===== src/design/clt_pkg.sv =====
`timescale 1ns / 1ps
`default_nettype none

package clt_pkg;

    localparam int MAX_TOKENS    = 16;
    localparam int MAX_TOKEN_LEN = 64;

    localparam int CH_W    = 21;
    localparam int KIND_W  = 2;
    localparam int SLOTO_W = 4;
    localparam int TYPE_W  = 3;
    localparam int LENO_W  = 7;

    localparam int SLOT_W = $clog2(MAX_TOKENS);
    localparam int LEN_W  = $clog2(MAX_TOKEN_LEN + 1);
    localparam int KWP_W  = 3;

    // output queue
    localparam int OQ_DEPTH = 4;
    localparam int OQ_PTR_W = $clog2(OQ_DEPTH);
    localparam int OQ_CNT_W = $clog2(OQ_DEPTH + 1);

    // record kinds
    localparam logic [KIND_W-1:0] KIND_CHAR = 2'd0;
    localparam logic [KIND_W-1:0] KIND_END  = 2'd1;
    localparam logic [KIND_W-1:0] KIND_EOL  = 2'd2;
    localparam logic [KIND_W-1:0] KIND_ERR  = 2'd3;

    // token types
    localparam logic [TYPE_W-1:0] TYPE_NONE    = 3'd0;
    localparam logic [TYPE_W-1:0] TYPE_COMMAND = 3'd1;
    localparam logic [TYPE_W-1:0] TYPE_STRING  = 3'd2;
    localparam logic [TYPE_W-1:0] TYPE_INTEGER = 3'd3;
    localparam logic [TYPE_W-1:0] TYPE_PLAIN   = 3'd4;
    localparam logic [TYPE_W-1:0] TYPE_KEYWORD = 3'd5;

    // keyword match progress
    localparam logic [KWP_W-1:0] KWP_ZERO = 3'd0;
    localparam logic [KWP_W-1:0] KWP_FULL = 3'd3;
    localparam logic [KWP_W-1:0] KWP_MISS = 3'd4;

    // characters
    localparam logic [CH_W-1:0] CH_NUL   = 21'h0;
    localparam logic [CH_W-1:0] CH_SPACE = 21'h20;
    localparam logic [CH_W-1:0] CH_QUOTE = 21'h22;

    typedef enum logic [2:0] {
        MODE_START   = 3'd0,
        MODE_MID     = 3'd1,
        MODE_COMMAND = 3'd2,
        MODE_STRING  = 3'd3,
        MODE_INTEGER = 3'd4,
        MODE_PLAIN   = 3'd5,
        MODE_DISCARD = 3'd6
    } mode_t;

    typedef struct packed {
        mode_t              mode;
        logic [SLOT_W-1:0]  idx;
        logic [LEN_W-1:0]   len;
        logic [TYPE_W-1:0]  typ;
        logic [KWP_W-1:0]   kwp;
    } tok_state_t;

    typedef struct packed {
        logic [KIND_W-1:0]  kind;
        logic [SLOTO_W-1:0] slot;
        logic [CH_W-1:0]    value_char;
        logic [TYPE_W-1:0]  token_type;
        logic [LENO_W-1:0]  length;
        logic               last;
    } rec_t;

    localparam tok_state_t LINE_START = '{
        mode: MODE_START, idx: '0, len: '0, typ: TYPE_NONE, kwp: KWP_ZERO
    };

    function automatic logic is_letter(input logic [CH_W-1:0] c);
        return (c >= 21'h41 && c <= 21'h5A) || (c >= 21'h61 && c <= 21'h7A);
    endfunction

    function automatic logic is_numeral(input logic [CH_W-1:0] c);
        return c >= 21'h30 && c <= 21'h39;
    endfunction

    // characters of the keyword ALL
    function automatic logic [CH_W-1:0] kw_char(input logic [KWP_W-1:0] p);
        logic [CH_W-1:0] r;
        unique case (p)
            3'd0:    r = 21'h41;
            3'd1:    r = 21'h4C;
            3'd2:    r = 21'h4C;
            default: r = CH_NUL;
        endcase
        return r;
    endfunction

    function automatic logic [SLOTO_W-1:0] slot_out(input logic [SLOT_W-1:0] i);
        logic [SLOT_W+SLOTO_W-1:0] w;
        w = {{SLOTO_W{1'b0}}, i};
        return w[SLOTO_W-1:0];
    endfunction

    function automatic logic [LENO_W-1:0] len_out(input logic [LEN_W-1:0] l);
        logic [LEN_W+LENO_W-1:0] w;
        w = {{LENO_W{1'b0}}, l};
        return w[LENO_W-1:0];
    endfunction

endpackage

`default_nettype wire


===== src/design/clt_step.sv =====
`timescale 1ns / 1ps
`default_nettype none

module clt_step
    import clt_pkg::*;
(
    input  tok_state_t         st,
    input  logic [CH_W-1:0]    ch,
    output tok_state_t         st_next,
    output logic [1:0]         rec_cnt,
    output rec_t               rec0,
    output rec_t               rec1
);

    logic              do_seg;
    logic              do_store;
    logic              do_fail;
    mode_t             seg_mode;
    logic              is_sp;
    logic              is_nul;
    logic              idx_full;
    logic [TYPE_W-1:0] fin_type;
    logic [SLOT_W-1:0] idx_inc;
    logic [LEN_W-1:0]  len_inc;

    assign is_sp    = (ch == CH_SPACE);
    assign is_nul   = (ch == CH_NUL);
    assign idx_full = ({1'b0, st.idx} + (SLOT_W+1)'(1)) >= (SLOT_W+1)'(MAX_TOKENS);
    assign fin_type = (st.typ == TYPE_PLAIN && st.kwp == KWP_FULL) ? TYPE_KEYWORD : st.typ;
    assign idx_inc  = st.idx + SLOT_W'(1);

    always_comb begin
        st_next  = st;
        rec_cnt  = 2'd0;
        rec0     = '0;
        rec1     = '0;
        do_seg   = 1'b0;
        do_store = 1'b0;
        do_fail  = 1'b0;
        seg_mode = MODE_MID;
        len_inc  = st.len + LEN_W'(1);

        unique case (st.mode)
            MODE_DISCARD: begin
                if (is_nul) begin
                    st_next = LINE_START;
                end
            end
            MODE_COMMAND: begin
                if (is_letter(ch)) begin
                    do_store = 1'b1;
                end else begin
                    do_seg = 1'b1;
                end
            end
            MODE_STRING: begin
                if (ch == CH_QUOTE) begin
                    st_next.mode = MODE_MID;
                end else if (is_nul) begin
                    do_fail = 1'b1;
                end else begin
                    do_store = 1'b1;
                end
            end
            MODE_INTEGER: begin
                if (is_numeral(ch)) begin
                    do_store = 1'b1;
                end else if (is_sp || is_nul) begin
                    do_seg = 1'b1;
                end else begin
                    do_fail = 1'b1;
                end
            end
            MODE_PLAIN: begin
                if (is_sp || is_nul) begin
                    do_seg = 1'b1;
                end else begin
                    do_store = 1'b1;
                end
            end
            MODE_MID: begin
                do_seg = 1'b1;
            end
            default: begin
                do_seg   = 1'b1;
                seg_mode = MODE_START;
            end
        endcase

        // first character of a segment
        if (do_seg) begin
            st_next.mode = seg_mode;
            if (is_sp || is_nul) begin
                if (idx_full) begin
                    do_fail = 1'b1;
                end else begin
                    rec0.kind       = KIND_END;
                    rec0.slot       = slot_out(st.idx);
                    rec0.token_type = fin_type;
                    rec0.length     = len_out(st.len);
                    rec_cnt         = 2'd1;
                    if (is_nul) begin
                        rec1.kind = KIND_EOL;
                        rec1.slot = slot_out(idx_inc);
                        rec1.last = 1'b1;
                        rec_cnt   = 2'd2;
                        st_next   = LINE_START;
                    end else begin
                        st_next.idx = idx_inc;
                        st_next.len = '0;
                        st_next.typ = TYPE_NONE;
                        st_next.kwp = KWP_ZERO;
                    end
                end
            end else if (seg_mode == MODE_START) begin
                if (is_letter(ch)) begin
                    st_next.typ  = TYPE_COMMAND;
                    st_next.mode = MODE_COMMAND;
                    do_store     = 1'b1;
                end else begin
                    do_fail = 1'b1;
                end
            end else if (ch == CH_QUOTE) begin
                st_next.typ  = TYPE_STRING;
                st_next.mode = MODE_STRING;
            end else if (is_numeral(ch)) begin
                st_next.typ  = TYPE_INTEGER;
                st_next.mode = MODE_INTEGER;
                do_store     = 1'b1;
            end else begin
                st_next.typ  = TYPE_PLAIN;
                st_next.mode = MODE_PLAIN;
                do_store     = 1'b1;
            end
        end

        if (do_store) begin
            if (st.len >= LEN_W'(MAX_TOKEN_LEN)) begin
                do_fail = 1'b1;
            end else begin
                st_next.len = len_inc;
                if (st.kwp < KWP_FULL && ch == kw_char(st.kwp)) begin
                    st_next.kwp = st.kwp + KWP_W'(1);
                end else begin
                    st_next.kwp = KWP_MISS;
                end
                rec0.kind       = KIND_CHAR;
                rec0.slot       = slot_out(st.idx);
                rec0.value_char = ch;
                rec0.token_type = st_next.typ;
                rec0.length     = len_out(len_inc);
                rec_cnt         = 2'd1;
            end
        end

        if (do_fail) begin
            rec0      = '0;
            rec0.kind = KIND_ERR;
            rec0.last = 1'b1;
            rec1      = '0;
            rec_cnt   = 2'd1;
            if (is_nul) begin
                st_next = LINE_START;
            end else begin
                st_next.mode = MODE_DISCARD;
            end
        end
    end

endmodule

`default_nettype wire


===== src/design/clt_outq.sv =====
`timescale 1ns / 1ps
`default_nettype none

module clt_outq
    import clt_pkg::*;
(
    input  logic        aclk,
    input  logic        aresetn,
    input  logic [1:0]  push_cnt,
    input  rec_t        push0,
    input  rec_t        push1,
    output logic        room,
    output logic        out_valid,
    input  logic        out_ready,
    output rec_t        out_rec
);

    rec_t                 mem_reg [OQ_DEPTH];
    logic [OQ_PTR_W-1:0]  rd_ptr_reg, rd_ptr_next;
    logic [OQ_PTR_W-1:0]  wr_ptr_reg, wr_ptr_next;
    logic [OQ_CNT_W-1:0]  count_reg, count_next;
    logic [OQ_PTR_W-1:0]  wr_ptr_inc;
    logic                 pop;

    // two free entries cover the worst case of one item
    assign room       = count_reg <= OQ_CNT_W'(OQ_DEPTH - 2);
    assign out_valid  = count_reg != '0;
    assign out_rec    = mem_reg[rd_ptr_reg];
    assign pop        = out_valid && out_ready;
    assign wr_ptr_inc = wr_ptr_reg + OQ_PTR_W'(1);

    always_comb begin
        rd_ptr_next = pop ? rd_ptr_reg + OQ_PTR_W'(1) : rd_ptr_reg;
        wr_ptr_next = wr_ptr_reg + OQ_PTR_W'(push_cnt);
        count_next  = count_reg + OQ_CNT_W'(push_cnt) - OQ_CNT_W'(pop);
    end

    always_ff @(posedge aclk) begin
        if (!aresetn) begin
            rd_ptr_reg <= '0;
            wr_ptr_reg <= '0;
            count_reg  <= '0;
        end else begin
            rd_ptr_reg <= rd_ptr_next;
            wr_ptr_reg <= wr_ptr_next;
            count_reg  <= count_next;
        end
    end

    always_ff @(posedge aclk) begin
        if (push_cnt != 2'd0) begin
            mem_reg[wr_ptr_reg] <= push0;
        end
        if (push_cnt == 2'd2) begin
            mem_reg[wr_ptr_inc] <= push1;
        end
    end

    a_count_bound: assert property (@(posedge aclk) disable iff (!aresetn)
        count_reg <= OQ_CNT_W'(OQ_DEPTH))
        else $error("output queue count above depth");

    a_push_room: assert property (@(posedge aclk) disable iff (!aresetn)
        push_cnt != 2'd0 |-> room)
        else $error("output queue written without room");

    a_pop_head: assert property (@(posedge aclk) disable iff (!aresetn)
        pop && push_cnt == 2'd0 |=> count_reg == $past(count_reg) - OQ_CNT_W'(1))
        else $error("output queue lost track of a transfer");

endmodule

`default_nettype wire


===== src/design/command_line_tokenizer_core.sv =====
`timescale 1ns / 1ps
`default_nettype none

// channel   direction  ports                                         transfer when
// input     in         s_valid s_ready s_ch                          s_valid && s_ready
// result    out        m_valid m_ready m_kind m_slot m_value_char    m_valid && m_ready
//                      m_token_type m_length m_last
//
// one character per cycle while s_ready is high; the tokenizer state updates in the same
// cycle the character is taken, and its zero, one or two records land in a four-entry
// output queue; a completed line end pushes an END and an EOL record
// s_ready is high while the queue has at least two free entries, so stalls on m_ready
// back up into s_ready once the queue holds more than two records
// aresetn (synchronous) returns to the start of a line and empties the queue

module command_line_tokenizer_core
    import clt_pkg::*;
(
    input  logic                 aclk,
    input  logic                 aresetn,
    input  logic                 s_valid,
    output logic                 s_ready,
    input  logic [CH_W-1:0]      s_ch,
    output logic                 m_valid,
    input  logic                 m_ready,
    output logic [KIND_W-1:0]    m_kind,
    output logic [SLOTO_W-1:0]   m_slot,
    output logic [CH_W-1:0]      m_value_char,
    output logic [TYPE_W-1:0]    m_token_type,
    output logic [LENO_W-1:0]    m_length,
    output logic                 m_last
);

    tok_state_t  st_reg, st_next;
    tok_state_t  step_st;
    logic [1:0]  step_cnt;
    logic [1:0]  push_cnt;
    rec_t        rec0, rec1;
    rec_t        head;
    logic        room;
    logic        s_xfer;

    assign s_ready  = room;
    assign s_xfer   = s_valid && s_ready;
    assign push_cnt = s_xfer ? step_cnt : 2'd0;
    assign st_next  = s_xfer ? step_st : st_reg;

    clt_step u_step (
        .st      (st_reg),
        .ch      (s_ch),
        .st_next (step_st),
        .rec_cnt (step_cnt),
        .rec0    (rec0),
        .rec1    (rec1)
    );

    clt_outq u_outq (
        .aclk      (aclk),
        .aresetn   (aresetn),
        .push_cnt  (push_cnt),
        .push0     (rec0),
        .push1     (rec1),
        .room      (room),
        .out_valid (m_valid),
        .out_ready (m_ready),
        .out_rec   (head)
    );

    always_ff @(posedge aclk) begin
        if (!aresetn) begin
            st_reg <= LINE_START;
        end else begin
            st_reg <= st_next;
        end
    end

    assign m_kind       = head.kind;
    assign m_slot       = head.slot;
    assign m_value_char = head.value_char;
    assign m_token_type = head.token_type;
    assign m_length     = head.length;
    assign m_last       = head.last;

    a_err_rec: assert property (@(posedge aclk) disable iff (!aresetn)
        m_valid && m_kind == KIND_ERR |-> m_last && m_slot == '0 && m_length == '0)
        else $error("malformed error record");

    a_eol_last: assert property (@(posedge aclk) disable iff (!aresetn)
        m_valid && (m_kind == KIND_CHAR || m_kind == KIND_END) |-> !m_last)
        else $error("last set on a mid-line record");

    a_line_end: assert property (@(posedge aclk) disable iff (!aresetn)
        s_xfer && s_ch == CH_NUL |=> st_reg.mode == MODE_START && st_reg.idx == '0)
        else $error("line end did not restart the line");

endmodule

`default_nettype wire


===== config.mk =====
export PLATFORM = sky130hd
export DESIGN_NAME = command_line_tokenizer_core
export DESIGN_NICKNAME = d
export VERILOG_FILES = /design/src/design/clt_pkg.sv /design/src/design/clt_step.sv /design/src/design/clt_outq.sv /design/src/design/command_line_tokenizer_core.sv
export SDC_FILE = /design/constraint.sdc
export NUM_CORES = 1
export LEC_CHECK = 0
export ABC_AREA = 1
export BUFFER_PORTS_ARGS = -buffer_cell sky130_fd_sc_hd__clkbuf_2
export CAP_MARGIN = 0
export CORE_ASPECT_RATIO = 0.7
export CORE_MARGIN = 2
export CORE_UTILIZATION = 55
export CTS_CLUSTER_DIAMETER = 120
export DETAILED_ROUTE_END_ITERATION = 16
export PLACE_DENSITY = 0.87
export SYNTH_ARGS = -nofsm -noshare
export SYNTH_HDL_FRONTEND = slang
export SYNTH_SLANG_ARGS = --single-unit

===== constraint.sdc =====
create_clock -name aclk -period 2.8 [get_ports aclk]
set_input_delay 0.84 -clock aclk [delete_from_list [all_inputs] [get_ports aclk]]
set_output_delay 0.84 -clock aclk [all_outputs]
set_load 0.005 [all_outputs]

==> impl_metrics.ini <==
[layout]
nets = 1445
layoutNonFillerInstCount = 1644
largest_reg_flops = 148
drive_gt1_share_pct = 25.79
syn_to_final_growth_pct = 26.34
regArea_um2 = 3746
fillCellCount = 1224
diodes = 0
postLayoutCoreUtil_pct = 71.38
multi_input_area_um2 = 5179

[status]
violations = negative setup slack
status = finished, violations left

[timing]
max-slew-margin-rel_pct = 51.90
clock.fmax_mhz = 349.5
slew_viol_final = 0
setup_slack_ps = -61.23
final.period_utilization_pct = 102.2
skew_ps = 11.72
grt_setup_unrepaired = true
finalHoldViolCount = 0
period_minus_slack_ps = 2861
setup_viol = 16
worstMarginPinSlew_ps = 720.8

[logic_synthesis]
synth_edf_count = 20
synthTopCellsByCount = nand2_1 (186), o21ai_0 (183), nand3_1 (169)
synthesis.nets = 1314
yosysWarnings = 0
synthArstFlopShare_pct = 0
ys_types = 43
netlist_area_um2 = 9291
synth-main-ff-cell = dfxtp_1
syn_avg_cell_area_um2 = 7.287
ys_seq_area_share_pct = 40.29
synth_top_cell_by_area = dfxtp_1
yosys.area.top_type_share_pct = 33.83
yosysMostFrequentCell = nand2_1
ys_ff_latch = 177
synthCells = 1275
ys_top_cells_by_area = dfxtp_1 (34%), o21ai_0 (9.9%), nand3_1 (9.1%), nand2_1 (7.5%), nor2_1 (6.7%)

[routing]
first_pass_iters = 6
ant_nets = 0
wire_per_inst_um = 18.59
routed_wl_mm = 30.56
drc_errors = 0
viasPerCell = 6.133
drt_iter0_markers = 1504
route.vias.total = 10080

[setup_path]
critPathRequiredTime_ps = 3140
arrival_ps = 3210
startpoint_type = input pin
path_max_fanout = 7
critical_path_class = in2reg
crit_path_end_kind = register

[placed_design]
hpwl_mm = 18.84
io_buffer_count = 64
globalplace.congestion = 1.011
dp.cells = 1592

[clock_network]
htree_levels = 4
cts_buffer_depth = 2
cts_num_sinks = 177
cts_inserted_buffers = 17
cts_tree = built
insertion_delay_ps = 440
clkTransAtPathRegs_ps = 70
cts_hold_buf = 0
cts-root-buf = clkbuf_16

[power_and_ir_drop]
p_per_area_nw_per_um2 = 1079
vdd_drop_max_mv = 0.5255
leakage_nw = 4.960

[floorplanning]
ios = 65
die_h_um = 112.7
die_w_um = 159.4
die-area_um2 = 17970
fp-row-count = 39
coreArea_um2 = 16440
start_util_pct = 56.50

[global_route]
grt_util_all_layers_pct = 31.05
grt_max_degree = 49
grt.overflow.total = 0
grt_pass1_wl_mm = 45.31
grt_antenna_before_repair = 0
grt_pass1_vias = 8978

[flow_run]
max-cap-violations = 0

[worst_hold_path]
min_path_type = reg2reg
==> timing repair <==
item	CTS	global route
pin swaps	9	28
gates cloned	0	5
setup buffers	0	15
resized for setup	17	81
setup endpoints to repair	4	106
==> stage by stage <==
stage | instance area [um^2] | setup WS [ps] | total power [mW] | TNS [ps] | hold WS [ps]
finish | 11740 | -61.23 | 12.67 | -381.2 | 473.7
global route | 11740 | -162.5 | 13.35 | -4641 | 491.4
CTS | 11230 | 2.754 | 11.87 | 0 | 472.3
detailed placement | 10560 | -494.2 | 9.381 | -60680 | 458.7
global placement | 10560 | -368.7 | 9.213 | -38060 | 451.4
floorplan | 9393 | -87.93 | 7.419 | -220.2 | 435.6
==> final cells by class <==
class / instances / area share (%)
repair buffers: 201 / 14.17
well taps: 225 / 2.398
clock inverters: 11 / 0.9806
inverters: 70 / 2.324
clock buffers: 21 / 4.104
flip-flops and latches: 177 / 31.91
multi-input cells: 939 / 44.12
==> logic make-up (layout without fill, tap and decap cells) <==
logic type      Yosys count  count (layout)  share of synthesized area, %
simple gates            598             598                         30.51
buf+inv                 159             303                         8.107
compound gates          317             317                         18.17
xor+xnor                  9               9                        0.8484
fa+ha+maj                14              14                         1.966
mux                       1               1                        0.1077
flops                   177             177                         40.29
==> final timing paths <==
check,startpoint,end,slack (ps),depth (start not counted)
worst min register to register,u_outq.mem_reg[2][29]$_SDFFE_PP0N_,u_outq.mem_reg[2][29]$_SDFFE_PP0N_,470,2
worst max-delay path,s_ch[9],u_outq.mem_reg[2][9]$_SDFFE_PP0N_,-60,18
worst min-delay path,u_outq.mem_reg[2][29]$_SDFFE_PP0N_,u_outq.mem_reg[2][29]$_SDFFE_PP0N_,470,2
worst max register to register,st_reg[17]$_SDFFE_PN0P_,u_outq.mem_reg[1][9]$_SDFFE_PP0P_,90,18
==> report_power, final <==
group          total (mW)  switching [mW]  internal, mW
Sequential           3.74           0.433          3.31
Combinational        6.47            3.95          2.52
Clock                2.46            1.11          1.35
==> layer usage <==
metal | track usage, % | up-vias | wire length [um]
met5 | 0 | - | 0
met4 | 8.970 | 0 | 744
met3 | 6.232 | 92 | 3376
met2 | 50.12 | 700 | 13860
met1 | 42.65 | 4683 | 12580
li1 | - | 4608 | -
==> placed cells by master (no fill, tap or decap), drive strengths merged, types with 8 or more instances in the layout <==
cell    instances
ha             13
o22ai          52
buf           139
inv            74
o21ai         197
dfxtp         157
a21oi          63
nand4           9
edfxtp         20
nor2          177
clkbuf         83
nand3         193
nor3            9
nand2         206
xor2            8
==> worst max-delay path, stage by stage <==
cell and delay, ps:
buf_6 100, nor2_4 150, nand2_2 100, nor2_4 180, nand2_4 90, nor2_4 120
nand2_2 90, nand2_4 130, nor2_4 50, nand2_2 100, nand2_4 70, nor2_8 140
buf_6 150, nand2_1 90, nand2_2 140, clkbuf_4 210, nand2_1 190, o21ai_0 260
Note: power is estimated with default switching activity, not from simulation.
